==> config.mk <==
export PLATFORM = sky130hd
export DESIGN_NAME = region_allocator_fit_policies_unit
export DESIGN_NICKNAME = d
export VERILOG_FILES = /design/src/rtl/rafp_pkg.sv /design/src/rtl/region_allocator_fit_policies_unit.sv /design/src/rtl/rafp_table.sv
export SDC_FILE = /design/constraint.sdc
export NUM_CORES = 2
export LEC_CHECK = 0
export ABC_AREA = 1
export BUFFER_PORTS_ARGS = -buffer_cell sky130_fd_sc_hd__buf_2
export CORE_MARGIN = 1.5
export CORE_UTILIZATION = 55
export CTS_CLUSTER_SIZE = 40
export DETAILED_ROUTE_END_ITERATION = 8
export PLACE_DENSITY = 0.81
export SLEW_MARGIN = 10
export SYNTH_ARGS = -nofsm -noshare
export SYNTH_HDL_FRONTEND = slang
export SYNTH_HIERARCHICAL = 1
export SYNTH_SLANG_ARGS = --single-unit
==> constraint.sdc <==
create_clock -name clk -period 7.06 [get_ports clk]
set_clock_uncertainty 0.2 [all_clocks]
set_input_delay 2.118 -clock clk [delete_from_list [all_inputs] [get_ports clk]]
set_output_delay 2.118 -clock clk [all_outputs]
set_load 0.01 [all_outputs]
==> src/rtl/rafp_pkg.sv <==
package rafp_pkg;

  localparam int MAX_REGIONS_DEF = 64;
  localparam int PAGE_BYTES_DEF  = 4096;

  localparam int ADDR_W    = 20;
  localparam int SIZE_W    = 21;
  localparam int END_W     = 22;   // region end / gap math, one bit of headroom
  localparam int CFG_W     = 9;
  localparam int CFG_IDX_W = 2;
  localparam int POOL_CAP  = 1048576;

  localparam logic [1:0] KIND_ALLOC = 2'd0;
  localparam logic [1:0] KIND_FREE  = 2'd1;
  localparam logic [1:0] KIND_QUERY = 2'd2;

  localparam logic [1:0] STATUS_OK   = 2'd0;
  localparam logic [1:0] STATUS_MISS = 2'd1;
  localparam logic [1:0] STATUS_OFF  = 2'd2;

  localparam logic [1:0] POLICY_BEST  = 2'd1;
  localparam logic [1:0] POLICY_WORST = 2'd2;

  localparam logic [CFG_IDX_W-1:0] CFG_ENABLED = 2'd0;
  localparam logic [CFG_IDX_W-1:0] CFG_POLICY  = 2'd1;
  localparam logic [CFG_IDX_W-1:0] CFG_PAGES   = 2'd2;

  typedef struct packed {
    logic [ADDR_W-1:0] start;
    logic [SIZE_W-1:0] len;
  } entry_t;

  typedef enum logic [3:0] {
    S_IDLE,
    S_SCAN_RD,
    S_SCAN_EV,
    S_DECIDE,
    S_SH_RD,
    S_SH_WR,
    S_LG_RD,
    S_LG_EV,
    S_FIN
  } state_t;

endpackage

==> src/rtl/region_allocator_fit_policies_unit.sv <==
// Channel  | valid     | stall     | word
// ---------+-----------+-----------+------------------------------------------
// request  | req_valid | req_stall | kind, request_size, address
// response | rsp_valid | rsp_stall | status, region_start, region_size,
//          |           |           | is_inside, largest_gap, free_bytes
// config   | cfg_we    | -         | cfg_index, cfg_data
//
// One word at a time. With n regions in the table, a request walks the table
// in passes (a read state, then a compare state per entry); alloc and free
// also move entries (a read and a write state per entry moved), plus a final
// walk for the largest gap. The single read port of the table sets this pace.
// Sync reset empties the table at once (count cleared); no clearing pass.
// The response sits in an output register; a new request is taken while it
// waits, and a finished response waits in FIN while the last one is held by rsp_stall.
module region_allocator_fit_policies_unit #(
  parameter int MAX_REGIONS = rafp_pkg::MAX_REGIONS_DEF,
  parameter int PAGE_BYTES  = rafp_pkg::PAGE_BYTES_DEF
) (
  input  logic                              clk,
  input  logic                              rst,
  input  logic                              cfg_we,
  input  logic [rafp_pkg::CFG_IDX_W-1:0]    cfg_index,
  input  logic [rafp_pkg::CFG_W-1:0]        cfg_data,
  input  logic                              req_valid,
  output logic                              req_stall,
  input  logic [1:0]                        kind,
  input  logic [rafp_pkg::SIZE_W-1:0]       request_size,
  input  logic [rafp_pkg::ADDR_W-1:0]       address,
  output logic                              rsp_valid,
  input  logic                              rsp_stall,
  output logic [1:0]                        status,
  output logic [rafp_pkg::ADDR_W-1:0]       region_start,
  output logic [rafp_pkg::SIZE_W-1:0]       region_size,
  output logic                              is_inside,
  output logic [rafp_pkg::SIZE_W-1:0]       largest_gap,
  output logic [rafp_pkg::SIZE_W-1:0]       free_bytes
);
  import rafp_pkg::*;

  localparam int IDX_W  = $clog2(MAX_REGIONS);
  localparam int CNT_W  = $clog2(MAX_REGIONS + 1);
  localparam int PAGE_W = $clog2(PAGE_BYTES + 1);
  localparam int PROD_W = CFG_W + PAGE_W;

  // config
  logic              enabled, enabled_next;
  logic [1:0]        fit_policy, fit_policy_next;
  logic [SIZE_W-1:0] pool_size, pool_size_next;

  // table state
  logic [CNT_W-1:0]  count, count_next;
  logic [SIZE_W-1:0] bytes_free, bytes_free_next;

  // sequencer
  state_t            state, state_next;
  logic [CNT_W-1:0]  idx, idx_next;
  logic [END_W-1:0]  prev_end, prev_end_next;
  logic              found, found_next;
  logic [CNT_W-1:0]  slot, slot_next;
  logic [ADDR_W-1:0] slot_start, slot_start_next;
  logic [END_W-1:0]  best, best_next;
  logic [SIZE_W-1:0] hit_len, hit_len_next;
  logic [END_W-1:0]  lg, lg_next;

  // latched request
  logic [1:0]        op, op_next;
  logic [SIZE_W-1:0] op_size, op_size_next;
  logic [ADDR_W-1:0] op_addr, op_addr_next;

  // pending result
  logic [1:0]        res_status, res_status_next;
  logic [ADDR_W-1:0] res_start, res_start_next;
  logic [SIZE_W-1:0] res_rsize, res_rsize_next;
  logic              res_inside, res_inside_next;

  logic rsp_valid_next;

  // table port
  logic              mem_we;
  logic [IDX_W-1:0]  mem_waddr, mem_raddr;
  entry_t            mem_wdata, mem_rdata;

  rafp_table #(.DEPTH(MAX_REGIONS), .IDX_W(IDX_W)) u_table (
    .clk   (clk),
    .we    (mem_we),
    .waddr (mem_waddr),
    .wdata (mem_wdata),
    .raddr (mem_raddr),
    .rdata (mem_rdata)
  );

  // pool size from a pages write; 0 pages means 1, capped at POOL_CAP
  logic [CFG_W-1:0]  cfg_pages;
  logic [PROD_W-1:0] pool_prod;
  logic [SIZE_W-1:0] pool_new;

  assign cfg_pages = (cfg_data == '0) ? CFG_W'(1) : cfg_data;
  assign pool_prod = PROD_W'(cfg_pages) * PROD_W'(PAGE_BYTES);
  assign pool_new  = (32'(pool_prod) > 32'(POOL_CAP)) ? SIZE_W'(POOL_CAP)
                                                       : SIZE_W'(pool_prod);

  // shared gap unit: tail gap in the read states, inner gap in the eval states
  logic              on_tail;
  logic [END_W-1:0]  gap_hi, gap, entry_end;
  logic              gap_fit, take, is_first, hit;

  assign on_tail   = (idx == count);
  assign gap_hi    = (state == S_SCAN_RD || state == S_LG_RD) ? END_W'(pool_size)
                                                              : END_W'(mem_rdata.start);
  assign gap       = (gap_hi >= prev_end) ? gap_hi - prev_end : '0;
  assign entry_end = END_W'(mem_rdata.start) + END_W'(mem_rdata.len);
  assign gap_fit   = gap >= END_W'(op_size);
  assign is_first  = (fit_policy != POLICY_BEST) && (fit_policy != POLICY_WORST);
  assign take      = gap_fit && (is_first ||
                     (fit_policy == POLICY_BEST  && (!found || gap < best)) ||
                     (fit_policy == POLICY_WORST && (!found || gap > best)));
  assign hit       = (END_W'(mem_rdata.start) <= END_W'(op_addr)) &&
                     (END_W'(op_addr) < entry_end);

  logic [SIZE_W:0] free_sum;
  assign free_sum = {1'b0, bytes_free} + {1'b0, hit_len};

  assign req_stall = (state != S_IDLE);

  always_comb begin
    state_next      = state;
    enabled_next    = enabled;
    fit_policy_next = fit_policy;
    pool_size_next  = pool_size;
    count_next      = count;
    bytes_free_next = bytes_free;
    idx_next        = idx;
    prev_end_next   = prev_end;
    found_next      = found;
    slot_next       = slot;
    slot_start_next = slot_start;
    best_next       = best;
    hit_len_next    = hit_len;
    lg_next         = lg;
    op_next         = op;
    op_size_next    = op_size;
    op_addr_next    = op_addr;
    res_status_next = res_status;
    res_start_next  = res_start;
    res_rsize_next  = res_rsize;
    res_inside_next = res_inside;
    rsp_valid_next  = rsp_valid && rsp_stall;
    mem_we          = 1'b0;
    mem_waddr       = '0;
    mem_wdata       = '0;
    mem_raddr       = idx[IDX_W-1:0];

    unique case (state)
      S_IDLE: begin
        if (req_valid) begin
          op_next         = kind;
          op_size_next    = request_size;
          op_addr_next    = address;
          idx_next        = '0;
          prev_end_next   = '0;
          found_next      = 1'b0;
          best_next       = '0;
          lg_next         = '0;
          res_status_next = STATUS_MISS;
          res_start_next  = '0;
          res_rsize_next  = '0;
          res_inside_next = 1'b0;
          priority if (kind == KIND_ALLOC) begin
            if (!enabled) begin
              res_status_next = STATUS_OFF;
              state_next      = S_LG_RD;
            end else if (request_size == '0 || 32'(count) >= MAX_REGIONS) begin
              state_next = S_LG_RD;
            end else begin
              state_next = S_SCAN_RD;
            end
          end else if (kind == KIND_FREE || kind == KIND_QUERY) begin
            state_next = S_SCAN_RD;
          end else begin
            state_next = S_LG_RD;
          end
        end
      end

      S_SCAN_RD: begin
        if (on_tail) begin
          if (op == KIND_ALLOC && take) begin
            found_next      = 1'b1;
            slot_next       = idx;
            slot_start_next = prev_end[ADDR_W-1:0];
            best_next       = gap;
          end
          state_next = S_DECIDE;
        end else begin
          state_next = S_SCAN_EV;
        end
      end

      S_SCAN_EV: begin
        state_next    = S_SCAN_RD;
        prev_end_next = entry_end;
        idx_next      = idx + CNT_W'(1);
        if (op == KIND_ALLOC) begin
          if (take) begin
            found_next      = 1'b1;
            slot_next       = idx;
            slot_start_next = prev_end[ADDR_W-1:0];
            best_next       = gap;
            if (is_first) begin
              state_next = S_DECIDE;
            end
          end
        end else if (hit) begin
          found_next   = 1'b1;
          slot_next    = idx;
          hit_len_next = mem_rdata.len;
          state_next   = S_DECIDE;
        end
      end

      S_DECIDE: begin
        idx_next      = '0;
        prev_end_next = '0;
        state_next    = S_LG_RD;
        if (found) begin
          priority if (op == KIND_ALLOC) begin
            idx_next   = count;
            state_next = S_SH_RD;
          end else if (op == KIND_FREE) begin
            idx_next   = slot + CNT_W'(1);
            state_next = S_SH_RD;
          end else begin
            res_status_next = STATUS_OK;
            res_inside_next = 1'b1;
            res_rsize_next  = hit_len;
          end
        end
      end

      S_SH_RD: begin
        if (op == KIND_ALLOC) begin
          if (idx > slot) begin
            mem_raddr  = IDX_W'(idx - CNT_W'(1));
            state_next = S_SH_WR;
          end else begin
            mem_we          = 1'b1;
            mem_waddr       = slot[IDX_W-1:0];
            mem_wdata.start = slot_start;
            mem_wdata.len   = op_size;
            count_next      = count + CNT_W'(1);
            bytes_free_next = (bytes_free >= op_size) ? bytes_free - op_size : '0;
            res_status_next = STATUS_OK;
            res_start_next  = slot_start;
            idx_next        = '0;
            prev_end_next   = '0;
            state_next      = S_LG_RD;
          end
        end else begin
          if (idx < count) begin
            state_next = S_SH_WR;
          end else begin
            count_next      = count - CNT_W'(1);
            bytes_free_next = (free_sum > (SIZE_W+1)'(POOL_CAP)) ? SIZE_W'(POOL_CAP)
                                                                : free_sum[SIZE_W-1:0];
            res_status_next = STATUS_OK;
            idx_next        = '0;
            prev_end_next   = '0;
            state_next      = S_LG_RD;
          end
        end
      end

      S_SH_WR: begin
        mem_we     = 1'b1;
        mem_wdata  = mem_rdata;
        state_next = S_SH_RD;
        if (op == KIND_ALLOC) begin
          mem_waddr = idx[IDX_W-1:0];
          idx_next  = idx - CNT_W'(1);
        end else begin
          mem_waddr = IDX_W'(idx - CNT_W'(1));
          idx_next  = idx + CNT_W'(1);
        end
      end

      S_LG_RD: begin
        if (on_tail) begin
          if (gap > lg) lg_next = gap;
          state_next = S_FIN;
        end else begin
          state_next = S_LG_EV;
        end
      end

      S_LG_EV: begin
        if (gap > lg) lg_next = gap;
        prev_end_next = entry_end;
        idx_next      = idx + CNT_W'(1);
        state_next    = S_LG_RD;
      end

      S_FIN: begin
        if (!rsp_valid || !rsp_stall) begin
          rsp_valid_next = 1'b1;
          state_next     = S_IDLE;
        end
      end

      default: state_next = S_IDLE;
    endcase

    // the user makes config writes only while idle; the block does not enforce it
    if (cfg_we) begin
      priority if (cfg_index == CFG_ENABLED) begin
        enabled_next = cfg_data[0];
      end else if (cfg_index == CFG_POLICY) begin
        fit_policy_next = cfg_data[1:0];
      end else if (cfg_index == CFG_PAGES) begin
        pool_size_next  = pool_new;
        bytes_free_next = pool_new;
        count_next      = '0;
      end else begin
        enabled_next = enabled;
      end
    end
  end

  always_ff @(posedge clk) begin
    if (rst) begin
      state      <= S_IDLE;
      enabled    <= 1'b0;
      fit_policy <= '0;
      pool_size  <= SIZE_W'(PAGE_BYTES);
      bytes_free <= SIZE_W'(PAGE_BYTES);
      count      <= '0;
      rsp_valid  <= 1'b0;
    end else begin
      state      <= state_next;
      enabled    <= enabled_next;
      fit_policy <= fit_policy_next;
      pool_size  <= pool_size_next;
      bytes_free <= bytes_free_next;
      count      <= count_next;
      rsp_valid  <= rsp_valid_next;
    end
  end

  always_ff @(posedge clk) begin
    idx        <= idx_next;
    prev_end   <= prev_end_next;
    found      <= found_next;
    slot       <= slot_next;
    slot_start <= slot_start_next;
    best       <= best_next;
    hit_len    <= hit_len_next;
    lg         <= lg_next;
    op         <= op_next;
    op_size    <= op_size_next;
    op_addr    <= op_addr_next;
    res_status <= res_status_next;
    res_start  <= res_start_next;
    res_rsize  <= res_rsize_next;
    res_inside <= res_inside_next;
    if (state == S_FIN && (!rsp_valid || !rsp_stall)) begin
      status       <= res_status;
      region_start <= res_start;
      region_size  <= res_rsize;
      is_inside    <= res_inside;
      largest_gap  <= SIZE_W'(lg);
      free_bytes   <= bytes_free;
    end
  end

  // checks
  a_count_max: assert property (@(posedge clk) disable iff (rst)
    32'(count) <= MAX_REGIONS) else $error("region count above table depth");

  a_free_le_pool: assert property (@(posedge clk) disable iff (rst)
    bytes_free <= pool_size) else $error("free bytes exceed pool size");

  a_rsp_from_fin: assert property (@(posedge clk) disable iff (rst)
    $rose(rsp_valid) |-> $past(state == S_FIN)) else $error("response outside FIN");

  a_accept_busy: assert property (@(posedge clk) disable iff (rst)
    (req_valid && !req_stall) |=> (state == S_SCAN_RD || state == S_LG_RD))
    else $error("accepted request did not start a walk");

endmodule

==> src/rtl/rafp_table.sv <==
module rafp_table #(
  parameter int DEPTH = rafp_pkg::MAX_REGIONS_DEF,
  parameter int IDX_W = $clog2(DEPTH)
) (
  input  logic                 clk,
  input  logic                 we,
  input  logic [IDX_W-1:0]     waddr,
  input  rafp_pkg::entry_t     wdata,
  input  logic [IDX_W-1:0]     raddr,
  output rafp_pkg::entry_t     rdata
);
  import rafp_pkg::*;

  entry_t mem [DEPTH];

  always_ff @(posedge clk) begin
    if (we) begin
      mem[waddr] <= wdata;
    end
    rdata <= mem[raddr];
  end

endmodule
==> results_dict.tcl <==
set metrics [dict create \
    status "finished clean" \
    final_common_cell "nand2_1" \
    ys_seq_area_frac 0.700 \
    timing.final.crit_share 0.914 \
    syn_inst 11200 \
    syn_to_final_growth_pct 11.1 \
    drive_above_1_share 0.0820 \
    clk_pin_slew_ps 60 \
    startpoint_type "flip-flop" \
    wl_per_cell_um 25.8 \
    yosysWarnings 6 \
    holdPathEnd "region_size[12]" \
    rr_startpoint "state[2]" \
    vias_per_cell 6.25 \
    timing_worst_setup_path_type "flip-flop to flip-flop" \
    grt_max_degree 199 \
    cts_buffers 312 \
    grt_overflow 0 \
    yosys_register_bits 3005 \
    core_area_sq_mm 0.230 \
    cts_tree "built" \
    synth_area_sq_mm 0.128 \
    r2r_slack_ps 600 \
    clock_sinks 3005 \
    maxCapViolCount 0 \
    synthFlopType "edfxtp_1" \
    min_period_ps 6460 \
    die-height_um 485 \
    htreeDepth 5 \
    ant_nets 0 \
    die_w_um 485 \
    synth_edf_count 2919 \
    worstPathRequired_ps 7420 \
    wirelength_mm 375 \
    slowest_delay_ps 460 \
    hold_violations 0 \
    start_util 0.554 \
    rsz0062_at_grt "no" \
    holdBufCountCts 0 \
    hold_start "res_rsize[12]" \
    drtPass1Iterations 7 \
    post-cts-setup-buffers 0 \
    syn_avg_cell_area_sq_um 11.4 \
    first_global_vias 88100 \
    power_density_mw_per_mm2 439 \
    slowest_stage "nand4_2" \
    ios 147 \
    mostFrequentLayoutCells "nand2_1, edfxtp_1, nand3_1, inv_1, clkbuf_16" \
    gp_congestion 0.947 \
    peakVddDrop_uv 407 \
    cp_common_cell "nand2_1" \
    syn-num-nets 11500 \
    finalSetupViolCount 0 \
    final_nets 11500 \
    dieArea_sq_mm 0.235 \
    clkLatencyLatePin_ps 960 \
    clockRootBuffer "clkbuf_16" \
    hold_path_class "flip-flop to flip-flop" \
    async_reset_ff_frac 0 \
    endpoint_kind "flip-flop" \
    port_buffers 146 \
    grt_pass1_wl_mm 550 \
    cp_max_fo 22 \
    fmax_mhz 155 \
    layout.cells.non_filler 14500 \
    reg2reg_depth 34 \
    leakage_nw 52.6 \
    grt_usage 0.313 \
    post-place-cells 14000 \
    slew_headroom 0.153 \
    setup_tns_ps 0 \
    worstMarginPinSlew_ps 1260 \
    drc 0 \
    report.final.slew_viol_count 0 \
    vias 90600 \
    reg2reg_to "best[17]" \
    fp-row-count 176 \
    first_iter_violations 14200 \
    place_hpwl_mm 213 \
    crit_arrival_ps 6820 \
    antenna_found_initial 13 \
    clockBufferDepth 4 \
    whs_path_depth 0 \
    cts_resized 0 \
    synth.distinct_cells 63 \
]
==> registers in the layout, indices dropped and copies added, names as in the netlist, 21 cells and up <==
signal and cells:
u_table/mem 2624, u_table/rdata 41, best 22, lg 22, prev_end 22, bytes_free 21, free_bytes 21, hit_len 21
largest_gap 21, op_size 21, region_size 21, res_rsize 21
==> critical path, delay by kind of cell, from the launching register on <==
family	cells	cell delay (ps)
AOI/OAI and AO/OA	3	510
adders and majority gates	2	670
buffers and inverters	8	1180
DFF	1	330
and+or+nand+nor	21	3150
==> Yosys cell counts, drive strengths merged (4+ instances only) <==
library cell,count,share of area
a211oi,18,0.0013
a21o,11,0.00065
a21oi,213,0.0084
a22o,9,0.00062
a22oi,5,0.00029
a31oi,8,0.00039
buf,498,0.023
clkbuf,115,0.0034
dfxtp,86,0.013
edfxtp,2919,0.69
fa,4,0.00063
ha,212,0.021
inv,430,0.013
nand2,3419,0.10
nand3,2525,0.099
nand3b,8,0.00047
nand4,32,0.0016
nor2,312,0.0092
nor3,47,0.0019
nor4,13,0.00064
o211ai,18,0.0011
o21a,6,0.00035
o21ai,170,0.0067
o21bai,6,0.00038
or2,10,0.00049
xnor2,27,0.0019
xor2,31,0.0021
==> layer usage <==
| metal | vias up | track usage | routed length, um |
|---|---|---|---|
| met4 | 12 | 0.165 | 21100 |
| met3 | 1278 | 0.0825 | 50600 |
| met1 | 43000 | 0.397 | 128000 |
| met5 | - | 0 | 81 |
| li1 | 39500 | - | - |
| met2 | 6802 | 0.496 | 174000 |
==> stage by stage <==
step	hold WS (ps)	power, W	area, sq um	util	setup WS, ps
floorplan	200	0.0381	128000	-	523
global placement	204	0.0453	132000	0.574	539
detailed placement	205	0.0459	132000	0.574	625
CTS	219	0.0617	142000	0.616	610
global route	220	0.0651	142000	0.616	24.9
finish	218	0.0622	142000	0.616	605
==> worst max-delay path by stage <==
stage	start	to	slack (ps)	cells past startpoint
floorplan	rsp_stall	free_bytes[0]	520	3
global placement	state[2]	best[20]	540	34
detailed placement	state[2]	best[20]	630	34
CTS	state[2]	best[17]	610	34
global route	state[2]	best[17]	20	34
finish	state[2]	best[17]	600	34
==> logic make-up (layout without fill, tap and decap cells) <==
logic type	count (synthesis)	count (layout)	synth area share
DFF	3005	3005	0.700
AOI/OAI and AO/OA	484	484	0.0213
xor gates and xnor gates	58	58	0.00398
buffers and inverters	1046	1332	0.0390
other	0	2	0
adders and majority gates	216	216	0.0214
and+or+nand+nor	6374	6374	0.214
==> final cells by class <==
cell class	instances	area, sq um
diodes	2	5.00
clock buffers	389	8220
clock inverters	140	1390
fillers	16600	88500
inverters	433	1670
multi-input cells	7132	34300
flip-flops and latches	3005	89400
well taps	3026	3790
repair buffers	370	3110
==> power breakdown <==
group          switching (W)  internal (W)
combinational         0.0179       0.00667
clock                0.00662       0.00921
sequential          0.000846        0.0210
total                 0.0254        0.0369
(Power assumes the default switching activity.)
